==> src/hdl/dfcb_pkg.sv <==
`timescale 1ns / 1ps
// ----------------------------------------------------------------------------
// dfcb_pkg
// Shared types and constants for the delayed fade color blend block.
// ----------------------------------------------------------------------------
package dfcb_pkg;

  localparam int TIMER_BITS = 24;
  localparam int CNT_W      = TIMER_BITS + 1;
  localparam int W_W        = 17;               // Q1.16 weight
  localparam int S_W        = 33;               // Q4.12 x Q1.16 strength
  localparam int CH_W       = 16;               // Q2.14 channel
  localparam int PROD_W     = CH_W + S_W;
  localparam int N_CH       = 3;
  localparam int Q_DEPTH    = 2;
  localparam int Q_AW       = 1;
  localparam int Q_CW       = Q_AW + 1;

  localparam logic [W_W-1:0]  ONE_Q16 = 17'h10000;
  localparam logic [CH_W-1:0] ONE_Q14 = 16'h4000;

  localparam logic [2:0] REG_TARGET_COLOR    = 3'd0;
  localparam logic [2:0] REG_BLEND_MODE      = 3'd1;
  localparam logic [2:0] REG_INTENSITY       = 3'd2;
  localparam logic [2:0] REG_INITIAL_DELAY   = 3'd3;
  localparam logic [2:0] REG_ACTIVE_DURATION = 3'd4;
  localparam logic [2:0] REG_FADE_IN_STEP    = 3'd5;
  localparam logic [2:0] REG_FADE_OUT_STEP   = 3'd6;

  localparam logic BLEND_MUL = 1'b0;
  localparam logic BLEND_ADD = 1'b1;

  typedef struct packed {
    logic [3*CH_W-1:0]     target_color;
    logic                  blend_mode;
    logic [15:0]           intensity;
    logic [TIMER_BITS-1:0] initial_delay;
    logic [TIMER_BITS-1:0] active_duration;
    logic [W_W-1:0]        fade_in_step;
    logic [W_W-1:0]        fade_out_step;
  } cfg_t;

  typedef struct packed {
    logic full;
    logic empty;
  } q_status_t;

endpackage

==> src/hdl/dfcb_queue.sv <==
`timescale 1ns / 1ps
// ----------------------------------------------------------------------------
// dfcb_queue
// Two-entry weight queue between the timer front and the blend back end.
// ----------------------------------------------------------------------------
module dfcb_queue import dfcb_pkg::*; (
  input  logic           clk,
  input  logic           rst,
  input  logic           push,
  input  logic [W_W-1:0] push_weight,
  input  logic           pop,
  output logic [W_W-1:0] head_weight,
  output q_status_t      q_stat
);

  logic [W_W-1:0] mem [Q_DEPTH];
  logic [Q_AW-1:0] wr_ptr;
  logic [Q_AW-1:0] rd_ptr;
  logic [Q_CW-1:0] count;

  assign q_stat.full  = (count == Q_CW'(Q_DEPTH));
  assign q_stat.empty = (count == '0);
  assign head_weight  = mem[rd_ptr];

  always_ff @(posedge clk) begin
    if (push) begin
      mem[wr_ptr] <= push_weight;
    end
  end

  always_ff @(posedge clk) begin
    if (rst) begin
      wr_ptr <= '0;
      rd_ptr <= '0;
      count  <= '0;
    end else begin
      if (push) begin
        wr_ptr <= wr_ptr + 1'b1;
      end
      if (pop) begin
        rd_ptr <= rd_ptr + 1'b1;
      end
      case ({push, pop})
        2'b10:   count <= count + 1'b1;
        2'b01:   count <= count - 1'b1;
        default: count <= count;
      endcase
    end
  end

endmodule

==> config.mk <==
export PLATFORM = sky130hd
export DESIGN_NAME = dfcb_queue
export DESIGN_NICKNAME = d
export VERILOG_FILES = /design/src/hdl/dfcb_pkg.sv /design/src/hdl/dfcb_queue.sv
export SDC_FILE = /design/constraint.sdc
export NUM_CORES = 1
export LEC_CHECK = 0
export BUFFER_PORTS_ARGS = -buffer_cell sky130_fd_sc_hd__buf_2
export CORE_UTILIZATION = 41
export DETAILED_ROUTE_END_ITERATION = 7
export GPL_ROUTABILITY_DRIVEN = 0
export MAX_ROUTING_LAYER = met4
export PLACE_DENSITY = 0.71
export SKIP_LAST_GASP = 1
export SLEW_MARGIN = 20
export SYNTH_ARGS = -nofsm -noshare
export SYNTH_HDL_FRONTEND = slang
export SYNTH_SLANG_ARGS = --single-unit
export TNS_END_PERCENT = 20
==> constraint.sdc <==
create_clock -name clk -period 1.35 [get_ports clk]
set_input_delay 0.135 -clock clk [delete_from_list [all_inputs] [get_ports clk]]
set_output_delay 0.135 -clock clk [all_outputs]
set_load 0.02 [all_outputs]
==> impl_metrics.ini <==
[setup_path]
r2r_start = wr_ptr$_SDFFE_PP0P_
crit_family = flip-flops
rr_worst_depth = 2
cp.required_ns = 1.22
critPathArrivalTime_ns = 1.33
crit_type = reg -> out
crit_path_end = head_weight[2]
critPathMaxStageDelay_ns = 0.40
crit_fanout = 8
worst-path-stages = 3
cpMaxStageDelayCell = dfxtp_4
end_kind = output port
crit_buf_inv = 2
cp_cell_sequence = clkbuf_16 -> mux2_4 -> buf_6
r2r-end = mem[1][8]$_DFFE_PP_
start_kind = flip-flop
reg2reg_slack_ns = 0.30

[yosys]
yosysTopAreaCell = edfxtp_1
synthTopCellsByArea = edfxtp_1 (72%), mux2_2 (13%), dfxtp_1 (7.0%)
synthCells = 75
synth-main-ff-cell = edfxtp_1
synth_top_area_share_pct = 71.52
yosys_warnings = 0
async_flop_share_pct = 0
ys_ff_latch = 39
synth_area_sq_mm = 0.001428
synth.distinct_cells = 14
synth_edf_count = 34
synth_nets = 97
netlist_top_cells_count = edfxtp_1 (34), mux2_2 (17), nor2_1 (6)
post-synth-top-count-cell = edfxtp_1
syn_avg_cell_area_sq_um = 19.03
ys_seq_area_share_pct = 78.53

[timing]
rsz0062_at_grt = true
worstMarginPinSlew_ns = 0.1716
worst_slack_ns = -0.1131
max_freq_ghz = 0.6835
finalCritPeriodShare_pct = 108.4
drv_slew = 0
relSlewSlack_pct = 88.48
tns_ns = -1.565
fin_crit_ns = 1.463
finClkSkew_ns = 0.007140
hold_viol = 0
setup_viol_count_final = 16

[die]
io_pins = 40
die_w_um = 61.01
die_h_um = 61.01
coreArea_sq_mm = 0.003337
start_util_pct = 42.78
rows = 21
die_area_sq_mm = 0.003722

[clocking]
clkSinkCount = 39
clk_pin_slew_ns = 0.10
numCtsBuffers = 5
cts_max_level = 2
postCtsSetupRepairBufs = 0
clock_path_buffers = 2
cts_tree = built
insertion_delay_ns = 0.33
cts_root_buffer = clkbuf_4

[outcome]
status = finished, violations left
violations = setup timing

[pwr]
leakage_nw = 0.8606
p_total_mw = 2.512
powerDensity_mw_per_mm2 = 1178
vdd_drop_max_v = 0.0007031

[global_route]
antenna_found_initial = 0
gr-usage-all-layers_pct = 15.05
grt_pass1_vias = 865
overflow = 0
use_met1_pct = 14.61
grt_pass1_wl_mm = 3.636
busiest_layer = met2
grt_max_degree = 17
met3_usage_pct = 5.462
met2_usage_pct = 25.75

[layout]
layout-drive-gt1-share_pct = 49.65
nets = 164
fin_util_pct = 63.89
finish.instance_area_sq_mm = 0.002132
area_growth_pct = 49.34
diodes = 0

[drt]
wl_per_cell_um = 13.85
ant_nets = 0
drt-initial-drc-count = 38
drcViolationCount = 0
drt_wl_total_mm = 2.617
viasPerCell = 4.545
dr.pass1.iters = 4
vias = 859

[place]
dp_hpwl_mm = 1.591
portBuffers = 39
postPlaceCellArea_sq_mm = 0.001723

[worst_hold_path]
hold_class = in -> reg

[job]
maxCapViolCount = 0
kinds of logic (layout without fill, tap and decap cells):
group                      Yosys count  after routing  share of synthesized area [%]
DFF                                 39             39                          78.53
and+or+nand+nor                      9              9                          3.068
adders and majority gates            1              1                         0.8763
AOI/OAI and AO/OA                    2              2                         0.7005
xor gates and xnor gates             4              4                          2.454
muxes                               17             17                          13.41
buffers and inverters                3             71                         0.9638
state kept, by name, summed over array words and instances (netlist names), named ones only:
register and flops:
rd_ptr 1, wr_ptr 1, mem 34, count 2
per-stage QoR:
| stage | hold WS (ns) | setup slack (ns) | instances |
|---|---|---|---|
| after floorplan | 0.2041 | 0.1345 | 75 |
| after global placement | 0.3245 | 0.1806 | 163 |
| after detailed placement | 0.3263 | 0.1447 | 163 |
| after CTS | 0.003356 | -0.1520 | 188 |
| after global routing | 0.008512 | -0.1797 | 189 |
| final | 0.01907 | -0.1131 | 189 |
where the power goes:
part,total [mW],switching [mW],internal [mW]
Sequential,1.43,0.0353,1.40
Clock,0.535,0.332,0.203
Combinational,0.544,0.238,0.306
routing by layer:
metal / up-vias / share of wire (%)
met5: - / 0
met4: 0 / 0.57
met3: 2 / 5.2
met2: 31 / 54
met1: 414 / 40
li1: 412 / -
worst reg2reg max path, delay by kind of cell (launching register included):
kind                   cells  cell delay (ns)
AND/OR/NAND/NOR            1             0.18
flip-flops                 1             0.39
buffers and inverters      1             0.20
cell type report:
cell class / instances / area (sq um)
Tap cell: 46 / 57.56
Clock buffer: 7 / 45.04
Timing Repair Buffer: 62 / 540.5
Clock inverter: 1 / 5.005
Sequential cell: 39 / 1125
Inverter: 1 / 3.754
Multi-Input combinational cell: 33 / 355.3
Fill cell: 263 / 1205
how the worst min path moves through the flow:
| stage | end | startpoint | slack, ns | cells after the start |
|---|---|---|---|---|
| finish | flip-flop | rst | 0.02 | 2 |
| global route | flip-flop | rst | 0.009 | 2 |
| CTS | wr_ptr$_SDFFE_PP0P_ | rst | 0.003 | 2 |
| detailed placement | mem[1][9]$_DFFE_PP_ | push_weight[9] | 0.33 | 1 |
| global placement | mem[1][4]$_DFFE_PP_ | push_weight[4] | 0.32 | 1 |
| floorplan | count[1]$_SDFFE_PP0P_ | rst | 0.20 | 1 |
repair_timing:
action / CTS / global route
gates cloned: 0 / 1
resized for setup: 1 / 49
hold buffers: 17 / 0
hold endpoints to repair: 34 / 0
setup endpoints to repair: 17 / 17
cells in the final DEF (no fill, tap or decap), types with 2 or more instances in the layout:
cell type       n
edfxtp_1       34
buf_2          23
dlygate4sd3_1  17
mux2_4         16
buf_6          16
nor2_1          5
clkbuf_4        5
dfxtp_1         4
buf_4           4
xnor2_1         3
clkbuf_1        2
Note: power is estimated with default switching activity, not from simulation.
