`config.mk`:
```
export PLATFORM = sky130hd
export DESIGN_NAME = dfcb_front
export DESIGN_NICKNAME = d
export VERILOG_FILES = /design/src/hdl/dfcb_pkg.sv /design/src/hdl/dfcb_front.sv
export SDC_FILE = /design/constraint.sdc
export NUM_CORES = 1
export LEC_CHECK = 0
export ABC_AREA = 1
export BUFFER_PORTS_ARGS = -buffer_cell sky130_fd_sc_hd__clkbuf_2
export CAP_MARGIN = 20
export CORE_MARGIN = 2
export CORE_UTILIZATION = 32
export DETAILED_ROUTE_END_ITERATION = 7
export RECOVER_POWER = 100
export SYNTH_ARGS = -nofsm -noshare
export SYNTH_HDL_FRONTEND = slang
export SYNTH_SLANG_ARGS = --single-unit
```
`constraint.sdc`:
```
create_clock -name clk -period 15.45 [get_ports clk]
set_clock_uncertainty 0.15 [all_clocks]
set_input_delay 1.545 -clock clk [delete_from_list [all_inputs] [get_ports clk]]
set_output_delay 1.545 -clock clk [all_outputs]
set_load 0.02 [all_outputs]
```
`src/hdl/dfcb_pkg.sv`:
```
`timescale 1ns / 1ps
// ----------------------------------------------------------------------------
// dfcb_pkg
// Shared types and constants for the delayed fade color blend block.
// ----------------------------------------------------------------------------
package dfcb_pkg;

  localparam int TIMER_BITS = 24;
  localparam int CNT_W      = TIMER_BITS + 1;
  localparam int W_W        = 17;               // Q1.16 weight
  localparam int S_W        = 33;               // Q4.12 x Q1.16 strength
  localparam int CH_W       = 16;               // Q2.14 channel
  localparam int PROD_W     = CH_W + S_W;
  localparam int N_CH       = 3;
  localparam int Q_DEPTH    = 2;
  localparam int Q_AW       = 1;
  localparam int Q_CW       = Q_AW + 1;

  localparam logic [W_W-1:0]  ONE_Q16 = 17'h10000;
  localparam logic [CH_W-1:0] ONE_Q14 = 16'h4000;

  localparam logic [2:0] REG_TARGET_COLOR    = 3'd0;
  localparam logic [2:0] REG_BLEND_MODE      = 3'd1;
  localparam logic [2:0] REG_INTENSITY       = 3'd2;
  localparam logic [2:0] REG_INITIAL_DELAY   = 3'd3;
  localparam logic [2:0] REG_ACTIVE_DURATION = 3'd4;
  localparam logic [2:0] REG_FADE_IN_STEP    = 3'd5;
  localparam logic [2:0] REG_FADE_OUT_STEP   = 3'd6;

  localparam logic BLEND_MUL = 1'b0;
  localparam logic BLEND_ADD = 1'b1;

  typedef struct packed {
    logic [3*CH_W-1:0]     target_color;
    logic                  blend_mode;
    logic [15:0]           intensity;
    logic [TIMER_BITS-1:0] initial_delay;
    logic [TIMER_BITS-1:0] active_duration;
    logic [W_W-1:0]        fade_in_step;
    logic [W_W-1:0]        fade_out_step;
  } cfg_t;

  typedef struct packed {
    logic full;
    logic empty;
  } q_status_t;

endpackage

```
`src/hdl/dfcb_front.sv`:
```
`timescale 1ns / 1ps
// ----------------------------------------------------------------------------
// dfcb_front
// Frame timer and fade weight recurrence; pushes each new weight to the queue.
// ----------------------------------------------------------------------------
module dfcb_front import dfcb_pkg::*; (
  input  logic           clk,
  input  logic           rst,
  input  cfg_t           cfg,
  input  logic           in_valid,
  output logic           in_stall,
  input  logic           gate,
  input  q_status_t      q_stat,
  output logic           push,
  output logic [W_W-1:0] push_weight
);

  localparam logic [CNT_W-1:0] CNT_MAX = '1;

  logic             armed;
  logic             armed_next;
  logic [CNT_W-1:0] cnt;
  logic [CNT_W-1:0] cnt_next;
  logic [W_W-1:0]   fade_weight;
  logic [W_W-1:0]   fade_weight_next;

  logic [CNT_W-1:0] elapsed;
  logic [CNT_W:0]   since;
  logic [W_W-1:0]   target;
  logic [W_W-1:0]   step_in;
  logic [W_W-1:0]   step_out;
  logic [W_W:0]     sum;
  logic [W_W-1:0]   diff;

  assign in_stall = q_stat.full;
  assign push     = in_valid && !in_stall;

  always_comb begin
    elapsed  = armed ? cnt : '0;
    since    = {1'b0, elapsed} - {2'b00, cfg.initial_delay};
    target   = '0;
    cnt_next = cnt;
    if (!gate) begin
      armed_next = 1'b0;
    end else begin
      armed_next = 1'b1;
      if (elapsed >= {1'b0, cfg.initial_delay}) begin
        if (cfg.active_duration == '0 || since < {2'b00, cfg.active_duration}) begin
          target = ONE_Q16;
        end
      end
      cnt_next = (elapsed < CNT_MAX) ? elapsed + 1'b1 : elapsed;
    end

    // a zero step means a full step
    step_in  = (cfg.fade_in_step == '0) ? ONE_Q16 : cfg.fade_in_step;
    step_out = (cfg.fade_out_step == '0) ? ONE_Q16 : cfg.fade_out_step;
    sum      = {1'b0, fade_weight} + {1'b0, step_in};
    diff     = fade_weight - target;

    fade_weight_next = fade_weight;
    if (fade_weight < target) begin
      fade_weight_next = (sum > {1'b0, target}) ? target : sum[W_W-1:0];
    end else if (fade_weight > target) begin
      fade_weight_next = (diff <= step_out) ? target : fade_weight - step_out;
    end
  end

  assign push_weight = fade_weight_next;

  always_ff @(posedge clk) begin
    if (rst) begin
      armed       <= 1'b0;
      cnt         <= '0;
      fade_weight <= '0;
    end else if (push) begin
      armed       <= armed_next;
      cnt         <= cnt_next;
      fade_weight <= fade_weight_next;
    end
  end

endmodule

```
==> summary.txt <==
Outcome -> finished clean
TNS Setup -> 0 ns
# nets final -> 1577
Final hold vios -> 0
CTS tree -> built
Htree depth -> 2
Final antenna-violating net count -> 0
Worst slew margin -> 39.5%
Syn nets -> 1500
Mean Syn Cell Area -> 5.80 um2
Residual DRC -> 0
Ys async rst share -> 0%
Yosys top cell by area -> nand2_1
Critical Path Fanout Max -> 15
Io pins -> 172
Crit-path most repeated cell -> nand2_1
GP Congestion -> 0.901
Type of the worst min-delay path -> reg -> reg
Worst reg2reg path depth -> 41
PortBufs -> 105
Global route overflow -> 0
Clock buffer depth -> 2
Kind of critical path -> in -> out
Row count -> 55
Final period util -> 62.5%
Layout area overhead -> 10.3%
DR vias/cell -> 4.86
RSZ-0062 raised after global routing -> false
Mapped Area -> 7310 um2
Area of the core -> 22500 um2
First-pass GRT wire length -> 34800 um
RR Endpoint -> fade_weight[0]
Synth area leaders -> nand2_1, ha_1, inv_1, dfxtp_1, a21oi_1
Post-layout instance area -> 8060 um2
Vias in the first global route -> 7267
Total number of vias -> 7888
Post-synth EDFFs -> 0
Die ar. -> 24100 um2
PwrDens -> 48.7 nW/um2
Post-DP HPWL -> 18300 um
Clock buffer count from CTS -> 5
Main synth FF type -> dfxtp_1
Starting Density -> 32.5%
Post-synth top area share -> 16.4%
# resized after CTS -> 0
#FFs+latches synth -> 43
Reg2reg start -> armed
Critical Path AT -> 7.96 ns
Worst vdd rail ir drop -> 0.0359 mV
Clock Tree Root -> clkbuf_16
Height of the die -> 155 um
Max Freq -> 104 MHz
Final Max Tran Viols -> 0
Lkg Pwr -> 0.00445 uW
Worst-skew pair later-pin latency -> 0.30 ns
Initial DRC Count -> 506
# Post-CTS Setup Buffers -> 0
Synthesized instance count -> 1259
Final worst slack -> 5.79 ns
Critical Path Source Type -> input port
CP endpoint -> push_weight[0]
Total Routed Length -> 21500 um
Proportion of layout cells with a drive suffix above 1 -> 9.72%
Total GRT Usage -> 17.7%
Worst EP required -> 13.76 ns
Period minus WS final -> 9.66 ns
Average wire per standard cell -> 13.3 um
Largest net degree at the start of global routing -> 34
Setup violations, final -> 0
Seq/Total Area, Yosys -> 11.8%
Placed Instances -> 1614
Most frequent cell after synthesis -> nand2_1
Peak per-stage delay on the critical path -> 0.43 ns
Place WS -> 6.57 ns
TritonRoute pass-1 iters -> 5
Crit path from -> cfg[60]
# Max-Cap Violations -> 0
Clock Pin Slew Worst Setup and Hold Paths -> 0.06 ns
Cell Count, Final, Fillers Out -> 1622
Clock sink count -> 43
Placed Area -> 8000 um2
Post-synth top cells -> nand2_1, inv_1, nor2_1, a21oi_1, ha_1
# diodes -> 0
Post-synthesis cell type count -> 50
Reg-to-reg setup timing slack -> 8.24 ns
Die Width -> 155 um
Initial antenna violation count -> 0
Critical path's slowest cell -> o21ai_0
Synth warn -> 0
Hold Buf Count CTS -> 0
Pin slew with the least headroom to its limit -> 0.908 ns
CP Capture Type -> output port
[how the worst min path moves through the flow]
stage / startpoint / endpoint / depth (start not counted)
after floorplan: cnt[16] / cnt[16] / 2
after global placement: cnt[24] / cnt[24] / 2
after detailed placement: cnt[24] / cnt[24] / 2
after CTS: cnt[24] / cnt[24] / 2
after global routing: cnt[24] / cnt[24] / 2
final: cnt[24] / cnt[24] / 2
[where the power goes]
part / leakage (uW) / switching, uW / internal (uW) / total (uW)
registers: 0.000349 / 4.65 / 114 / 119
clock network: 0.0000669 / 49.0 / 59.8 / 109
logic: 0.00404 / 106 / 59.6 / 165
total: 0.00445 / 159 / 233 / 393
[metal layers]
metal	part of all wire (%)	vias up	track usage (%)	wire length, um
li1	-	4187	-	-
met1	49	3480	24.8	10500
met2	45	198	29.5	9590
met3	5.0	23	1.20	1060
met4	1.6	0	4.59	338
met5	0	-	0	0
[layout by cell type (no fill, tap or decap), types with 5 or more instances in the layout]
master,Yosys,final
o21ai_0,44,54
a21o_1,8,8
nor2_1,98,100
nor2_2,6,5
nand4_1,32,32
o21ai_1,7,5
nand3b_1,6,6
clkbuf_2,0,86
nand2_1,320,320
clkbuf_1,26,21
nor4_1,15,15
ha_1,85,85
nand2_2,10,10
a21oi_1,96,97
nor3_1,21,21
dfxtp_1,43,43
nand3_1,56,56
xnor2_1,21,21
inv_1,252,253
nand3_2,7,7
xor2_1,28,28
o22ai_1,13,13
clkbuf_16,0,5
[critical path: cells and delay by family]
| family | cells | cell delay, ns |
|---|---|---|
| AND/OR/NAND/NOR | 22 | 2.58 |
| adder cells (fa/ha/maj) | 4 | 1.35 |
| XOR/XNOR | 1 | 0.18 |
| buffers and inverters | 6 | 0.81 |
| AO/OA/AOI/OAI | 6 | 1.48 |
[metrics by stage]
step                      util, %  hold WS (ns)  total power (uW)
after floorplan                 -         0.295               243
after global placement       35.6         0.303               288
after detailed placement     35.6         0.305               289
after CTS                    36.2         0.315               400
after global routing         35.8         0.335               422
final                        35.8         0.314               393
[area by class of cell]
type                    instances  area [um2]
clock buffers                   6         129
clock inverters                 2        12.5
fillers                      2534       14400
inverters                     257         965
multi-input cells             922        5230
flip-flops and latches         43         861
well taps                     285         357
repair buffers                107         513
[flip-flops by register name (all words and copies together) (netlist names)]
name	flops
fade_weight	17
armed	1
cnt	25
[kinds of logic after synthesis]
logic type      Yosys count  share of synthesized area [%]
simple gates            588                           35.8
buf+inv                 294                           16.0
compound gates          197                           15.2
fa+ha+maj                88                           15.4
xor+xnor                 49                           5.87
flops                    43                           11.8
Power figures use the tool's default switching activity.
