File: src/hdl/dfcb_pkg.sv
`timescale 1ns / 1ps
// ----------------------------------------------------------------------------
// dfcb_pkg
// Shared types and constants for the delayed fade color blend block.
// ----------------------------------------------------------------------------
package dfcb_pkg;

  localparam int TIMER_BITS = 24;
  localparam int CNT_W      = TIMER_BITS + 1;
  localparam int W_W        = 17;               // Q1.16 weight
  localparam int S_W        = 33;               // Q4.12 x Q1.16 strength
  localparam int CH_W       = 16;               // Q2.14 channel
  localparam int PROD_W     = CH_W + S_W;
  localparam int N_CH       = 3;
  localparam int Q_DEPTH    = 2;
  localparam int Q_AW       = 1;
  localparam int Q_CW       = Q_AW + 1;

  localparam logic [W_W-1:0]  ONE_Q16 = 17'h10000;
  localparam logic [CH_W-1:0] ONE_Q14 = 16'h4000;

  localparam logic [2:0] REG_TARGET_COLOR    = 3'd0;
  localparam logic [2:0] REG_BLEND_MODE      = 3'd1;
  localparam logic [2:0] REG_INTENSITY       = 3'd2;
  localparam logic [2:0] REG_INITIAL_DELAY   = 3'd3;
  localparam logic [2:0] REG_ACTIVE_DURATION = 3'd4;
  localparam logic [2:0] REG_FADE_IN_STEP    = 3'd5;
  localparam logic [2:0] REG_FADE_OUT_STEP   = 3'd6;

  localparam logic BLEND_MUL = 1'b0;
  localparam logic BLEND_ADD = 1'b1;

  typedef struct packed {
    logic [3*CH_W-1:0]     target_color;
    logic                  blend_mode;
    logic [15:0]           intensity;
    logic [TIMER_BITS-1:0] initial_delay;
    logic [TIMER_BITS-1:0] active_duration;
    logic [W_W-1:0]        fade_in_step;
    logic [W_W-1:0]        fade_out_step;
  } cfg_t;

  typedef struct packed {
    logic full;
    logic empty;
  } q_status_t;

endpackage

File: src/hdl/dfcb_back.sv
`timescale 1ns / 1ps
// ----------------------------------------------------------------------------
// dfcb_back
// Blend sequencer: strength, per-channel product, rounding, output register.
// ----------------------------------------------------------------------------
module dfcb_back import dfcb_pkg::*; (
  input  logic               clk,
  input  logic               rst,
  input  cfg_t               cfg,
  input  q_status_t          q_stat,
  input  logic [W_W-1:0]     head_weight,
  output logic               pop,
  output logic               out_valid,
  input  logic               out_stall,
  output logic [W_W-1:0]     weight,
  output logic signed [31:0] mul_red,
  output logic signed [31:0] mul_green,
  output logic signed [31:0] mul_blue,
  output logic [30:0]        add_red,
  output logic [30:0]        add_green,
  output logic [30:0]        add_blue
);

  localparam logic [2:0] ST_IDLE = 3'd0;
  localparam logic [2:0] ST_STR  = 3'd1;
  localparam logic [2:0] ST_PRD  = 3'd2;
  localparam logic [2:0] ST_RND  = 3'd3;
  localparam logic [2:0] ST_DONE = 3'd4;

  localparam logic [PROD_W:0] RND_HALF = (PROD_W + 1)'(1) << 25;
  localparam int Q_W = PROD_W + 1 - 26;

  logic [2:0]        state;
  logic [W_W-1:0]    w_r;
  logic [S_W-1:0]    s_r;
  logic [PROD_W-1:0] prod [N_CH];
  logic [N_CH-1:0]   neg_r;
  logic [31:0]       mul_q [N_CH];
  logic [30:0]       add_q [N_CH];

  assign pop = (state == ST_IDLE) && !q_stat.empty;

  always_ff @(posedge clk) begin
    if (rst) begin
      state     <= ST_IDLE;
      out_valid <= 1'b0;
    end else begin
      case (state)
        ST_IDLE: begin
          if (!q_stat.empty) begin
            state <= ST_STR;
          end
        end
        ST_STR:  state <= ST_PRD;
        ST_PRD:  state <= ST_RND;
        ST_RND: begin
          state     <= ST_DONE;
          out_valid <= 1'b1;
        end
        ST_DONE: begin
          if (!out_stall) begin
            state     <= ST_IDLE;
            out_valid <= 1'b0;
          end
        end
        default: begin
          state     <= ST_IDLE;
          out_valid <= 1'b0;
        end
      endcase
    end
  end

  // datapath; one multiplier per channel shared by both blend modes
  always_ff @(posedge clk) begin
    logic [CH_W-1:0]   c;
    logic [CH_W-1:0]   mag;
    logic [CH_W-1:0]   op;
    logic [PROD_W:0]   rsum;
    logic [Q_W-1:0]    q;
    if (pop) begin
      w_r <= head_weight;
    end
    if (state == ST_STR) begin
      s_r <= S_W'(cfg.intensity * w_r);
    end
    for (int k = 0; k < N_CH; k++) begin
      c   = cfg.target_color[k*CH_W +: CH_W];
      mag = (c < ONE_Q14) ? ONE_Q14 - c : c - ONE_Q14;
      op  = (cfg.blend_mode == BLEND_ADD) ? c : mag;
      if (state == ST_PRD) begin
        prod[k]  <= PROD_W'(op * s_r);
        neg_r[k] <= (c < ONE_Q14);
      end
      // q stays below 2^22, so neither result can reach its saturation bound
      rsum = {1'b0, prod[k]} + RND_HALF;
      q    = rsum[PROD_W:26];
      if (state == ST_RND) begin
        if (cfg.blend_mode == BLEND_ADD) begin
          mul_q[k] <= 32'(ONE_Q16);
          add_q[k] <= 31'(q);
        end else begin
          mul_q[k] <= neg_r[k] ? 32'(ONE_Q16) - 32'(q) : 32'(ONE_Q16) + 32'(q);
          add_q[k] <= '0;
        end
      end
    end
    if (state == ST_RND) begin
      weight <= w_r;
    end
  end

  assign mul_red   = mul_q[0];
  assign mul_green = mul_q[1];
  assign mul_blue  = mul_q[2];
  assign add_red   = add_q[0];
  assign add_green = add_q[1];
  assign add_blue  = add_q[2];

`ifndef SYNTHESIS
  a_pop_idle: assert property (@(posedge clk) disable iff (rst)
    pop |=> state == ST_STR)
    else $error("pop did not start a blend sequence");

  a_hold_done: assert property (@(posedge clk) disable iff (rst)
    (state == ST_DONE && out_stall) |=> (state == ST_DONE && out_valid))
    else $error("result dropped while stalled");

  a_valid_state: assert property (@(posedge clk) disable iff (rst)
    out_valid |-> state == ST_DONE)
    else $error("out_valid outside done state");

  a_mul_unused: assert property (@(posedge clk) disable iff (rst)
    (out_valid && cfg.blend_mode == BLEND_MUL) |->
      (add_red == '0 && add_green == '0 && add_blue == '0))
    else $error("additive terms nonzero in multiply mode");

  a_add_unused: assert property (@(posedge clk) disable iff (rst)
    (out_valid && cfg.blend_mode == BLEND_ADD) |->
      (mul_red == 32'sd65536 && mul_green == 32'sd65536 && mul_blue == 32'sd65536))
    else $error("multiply factors not unity in additive mode");
`endif

endmodule
File: config.mk
export PLATFORM = sky130hd
export DESIGN_NAME = dfcb_back
export DESIGN_NICKNAME = d
export VERILOG_FILES = /design/src/hdl/dfcb_pkg.sv /design/src/hdl/dfcb_back.sv
export SDC_FILE = /design/constraint.sdc
export NUM_CORES = 2
export LEC_CHECK = 0
export BUFFER_PORTS_ARGS = -buffer_cell sky130_fd_sc_hd__buf_2
export CORE_MARGIN = 4
export CORE_UTILIZATION = 45
export CTS_BUF_LIST = sky130_fd_sc_hd__clkbuf_16
export DETAILED_ROUTE_END_ITERATION = 8
export GPL_TIMING_DRIVEN = 0
export SYNTH_ARGS = -nofsm -noshare
export SYNTH_HDL_FRONTEND = slang
export SYNTH_SLANG_ARGS = --single-unit
File: constraint.sdc
create_clock -name clk -period 9 [get_ports clk]
set_input_delay 0.9 -clock clk [delete_from_list [all_inputs] [get_ports clk]]
set_output_delay 0.9 -clock clk [all_outputs]
set_load 0.05 [all_outputs]
==> summary.md <==
| Metric | Value |
|---|---|
| Synth Instances | `7810` |
| Final nets | `10.34k` |
| Post-Syn Area | `0.07061 sq mm` |
| Top Ports | `377` |
| Syn avg cell area | `9.041 sq um` |
| List of most frequent post-synthesis cells | `inv_1, fa_1, nand2_1` |
| Grt ovf | `0` |
| Number of global-route vias before repair | `57.78k` |
| Met1 usage | `36.04%` |
| Slowest CP cell | `fa_1` |
| Final wirelength | `227400 um` |
| Top cell type by total area after synthesis | `fa_1` |
| Required time of the critical path | `9.37 ns` |
| Via count | `54.14k` |
| Relative max-transition margin | `20.57%` |
| Least-Margin Pin Slew | `1.191 ns` |
| Grt met2 use | `46.20%` |
| Outcome | `finished clean` |
| Final Hold Viols | `0` |
| TritonCTS buffer count | `35` |
| Post-synth top flop | `edfxtp_1` |
| Post-DP HPWL | `190700 um` |
| Number of detailed-route iterations in the first pass | `6` |
| Cell mode on critical path | `fa_1` |
| Max-slew violations | `0` |
| CTS root buffer | `clkbuf_16` |
| Met3 usage | `6.126%` |
| Layout Cells excl Fill | `10.30k` |
| Routed length per placed instance | `22.09 um` |
| Crit path kind | `in2reg` |
| Gr usage total | `28.48%` |
| # H-tree levels | `2` |
| Worst Path Arrival | `9.29 ns` |
| DRT iter0 DRCs | `3855` |
| Critical Path Max Stage Delay | `0.57 ns` |
| Peak Freq | `0.1121 GHz` |
| Synth top area share | `42.56%` |
| Die area | `0.1633 sq mm` |
| Global-route wire length before repair | `351000 um` |
| Placed Cells | `10.16k` |
| CTS tree | `done` |
| Worst setup EP type | `flop` |
| Core Area | `0.1560 sq mm` |
| Fin crit share | `99.11%` |
| Max Clock Skew | `0.05720 ns` |
| Fraction of registers with async set/reset | `0%` |
| Port bufs | `260` |
| Initial Util | `45.25%` |
| # rows | `145` |
| Synth top area cells | `fa_1, edfxtp_1, inv_1` |
| Clk buf depth | `3` |
| Filler Cells Inserted | `14.89k` |
| Unique cell type count in the Yosys netlist | `97` |
| Final antenna-violating net count | `0` |
| RSZ-0062 raised after global routing | `yes` |
| Vias per cell | `5.258` |
| #FFs+latches synth | `296` |
| CP Max Fanout | `10` |
| Setup violations, final | `0` |
| Layout cells sized above 1 | `8.321%` |
| Clk sinks | `296` |
| Sequential area share after synthesis | `12.19%` |
| Die Height | `404.1 um` |
| Initial antenna violation count | `24` |
| EDFF count, synth | `268` |
| Post-CTS Hold Fix Bufs | `0` |
| Worst-path clk slew | `0.06 ns` |
| Die width | `404.1 um` |
| Largest net degree at the start of global routing | `81` |
| GPL Wtd Cong | `0.9957` |
| Startpoint types | `input port` |
| Clk_lat worst skew | `0.65 ns` |
| Remaining DRCs | `0` |
| Minimum clock period | `8.920 ns` |
| GRT Max-Usage Layer | `met2` |
| Synth Warn # | `0` |
| Most common cell in the netlist | `inv_1` |
| Maxcap violations | `0` |
| Hold Crit Class | `in2reg` |
| Syn-to-layout area delta | `9.923%` |
[state kept, by name, summed over array words and instances, names as in the netlist]
| name | count |
|---|---|
| s_r | 33 |
| neg_r | 3 |
| w_r | 17 |
| prod | 72 |
| out_valid | 1 |
| mul_q | 78 |
| add_q | 72 |
| weight | 17 |
| state | 3 |
[logic make-up (layout without fill, tap and decap cells)]
kind of cell,after synthesis,in the layout,share of synthesized area (%)
compound gates,459,459,4.359
buf+inv,2242,2632,12.16
simple gates,2543,2543,16.62
fa+ha+maj,1978,1978,51.01
xor+xnor,280,280,3.484
mux,11,11,0.1666
flops,296,296,12.19
other cells,1,38,0.005311
[placed cells by master, fill, tap and decap left out, types with 15 or more instances in the layout]
| master | count |
|---|---|
| a21o_1 | 53 |
| dfxtp_1 | 28 |
| ha_1 | 470 |
| xor2_1 | 74 |
| inv_1 | 1791 |
| nand3_1 | 66 |
| clkbuf_16 | 35 |
| o21a_1 | 23 |
| a21oi_1 | 121 |
| o21ai_0 | 92 |
| xnor2_1 | 169 |
| nand2b_1 | 18 |
| buf_4 | 99 |
| nor2_1 | 245 |
| nand4_1 | 31 |
| and3_1 | 30 |
| nor3_1 | 49 |
| clkbuf_2 | 61 |
| conb_1 | 21 |
| clkbuf_1 | 290 |
| buf_2 | 275 |
| edfxtp_1 | 268 |
| a31oi_1 | 15 |
| clkbuf_4 | 19 |
| fa_1 | 1495 |
| diode_2 | 17 |
| nand2_1 | 1399 |
| and2_1 | 607 |
[final cells by class]
| cell class | instances | area [sq um] | share of cell area, % |
|---|---|---|---|
| antenna | 17 | 42.54 | 0.05481 |
| buffer | 444 | 2101 | 2.707 |
| clock buffer | 35 | 875.8 | 1.128 |
| clock inverter | 29 | 246.5 | 0.3176 |
| inverter | 1788 | 6714 | 8.650 |
| multi-input combinational | 5292 | 54370 | 70.05 |
| sequential | 296 | 8608 | 11.09 |
| tap | 2058 | 2575 | 3.318 |
| timing repair buffer | 336 | 2082 | 2.682 |
[timing repair]
action | 4_1_cts | 5_1_grt
endpoints found under the setup margin | 65 | 37
resized for setup | 172 | 170
buffers inserted | 41 | 23
cloned | 1 | 0
pin swaps | 22 | 51
[per-stage QoR]
step	setup WS [ns]	instance area, sq um	TNS [ns]	utilization, %	hold WS (ns)
global placement	-2.469	74560	-105.12	47.79	0.4421
CTS	-0.0005986	76990	-0.0005986	49.34	0.3697
finish	0.07971	77610	0	49.75	0.4215
global route	-0.04649	77580	-0.1158	49.72	0.3994
floorplan	0.2508	70680	0	-	0.4981
detailed placement	-2.207	74710	-101.33	47.89	0.4372
[final timing paths]
path                                      start           to  slack (ns)  cells past startpoint
worst min-delay path            head_weight[16]      w_r[16]        0.42                      1
worst max register to register          s_r[24]  prod[0][48]        0.22                     27
worst max-delay path                   cfg[115]  prod[0][97]        0.08                     34
worst min register to register      add_q[2][9]  add_q[2][9]        0.45                      2
[worst max-delay path: cells and delay by family]
kind | cells | cell delay, ns
XOR/XNOR | 2 | 0.50
AO/OA/AOI/OAI | 10 | 2.03
adder cells (fa/ha/maj) | 8 | 3.55
buffers and inverters | 8 | 0.78
AND/OR/NAND/NOR | 6 | 1.49
[layer usage]
| layer | part of all wire [%] | vias up | routed length (um) |
|---|---|---|---|
| li1 | - | 23770 | - |
| met1 | 39 | 27440 | 87680 |
| met2 | 46 | 2408 | 104500 |
| met3 | 9.2 | 511 | 20830 |
| met4 | 6.3 | 8 | 14310 |
| met5 | 0.026 | - | 60 |
Power is not shown: default switching activity piles up to over one toggle a cycle in this logic, so the estimate is an artifact.
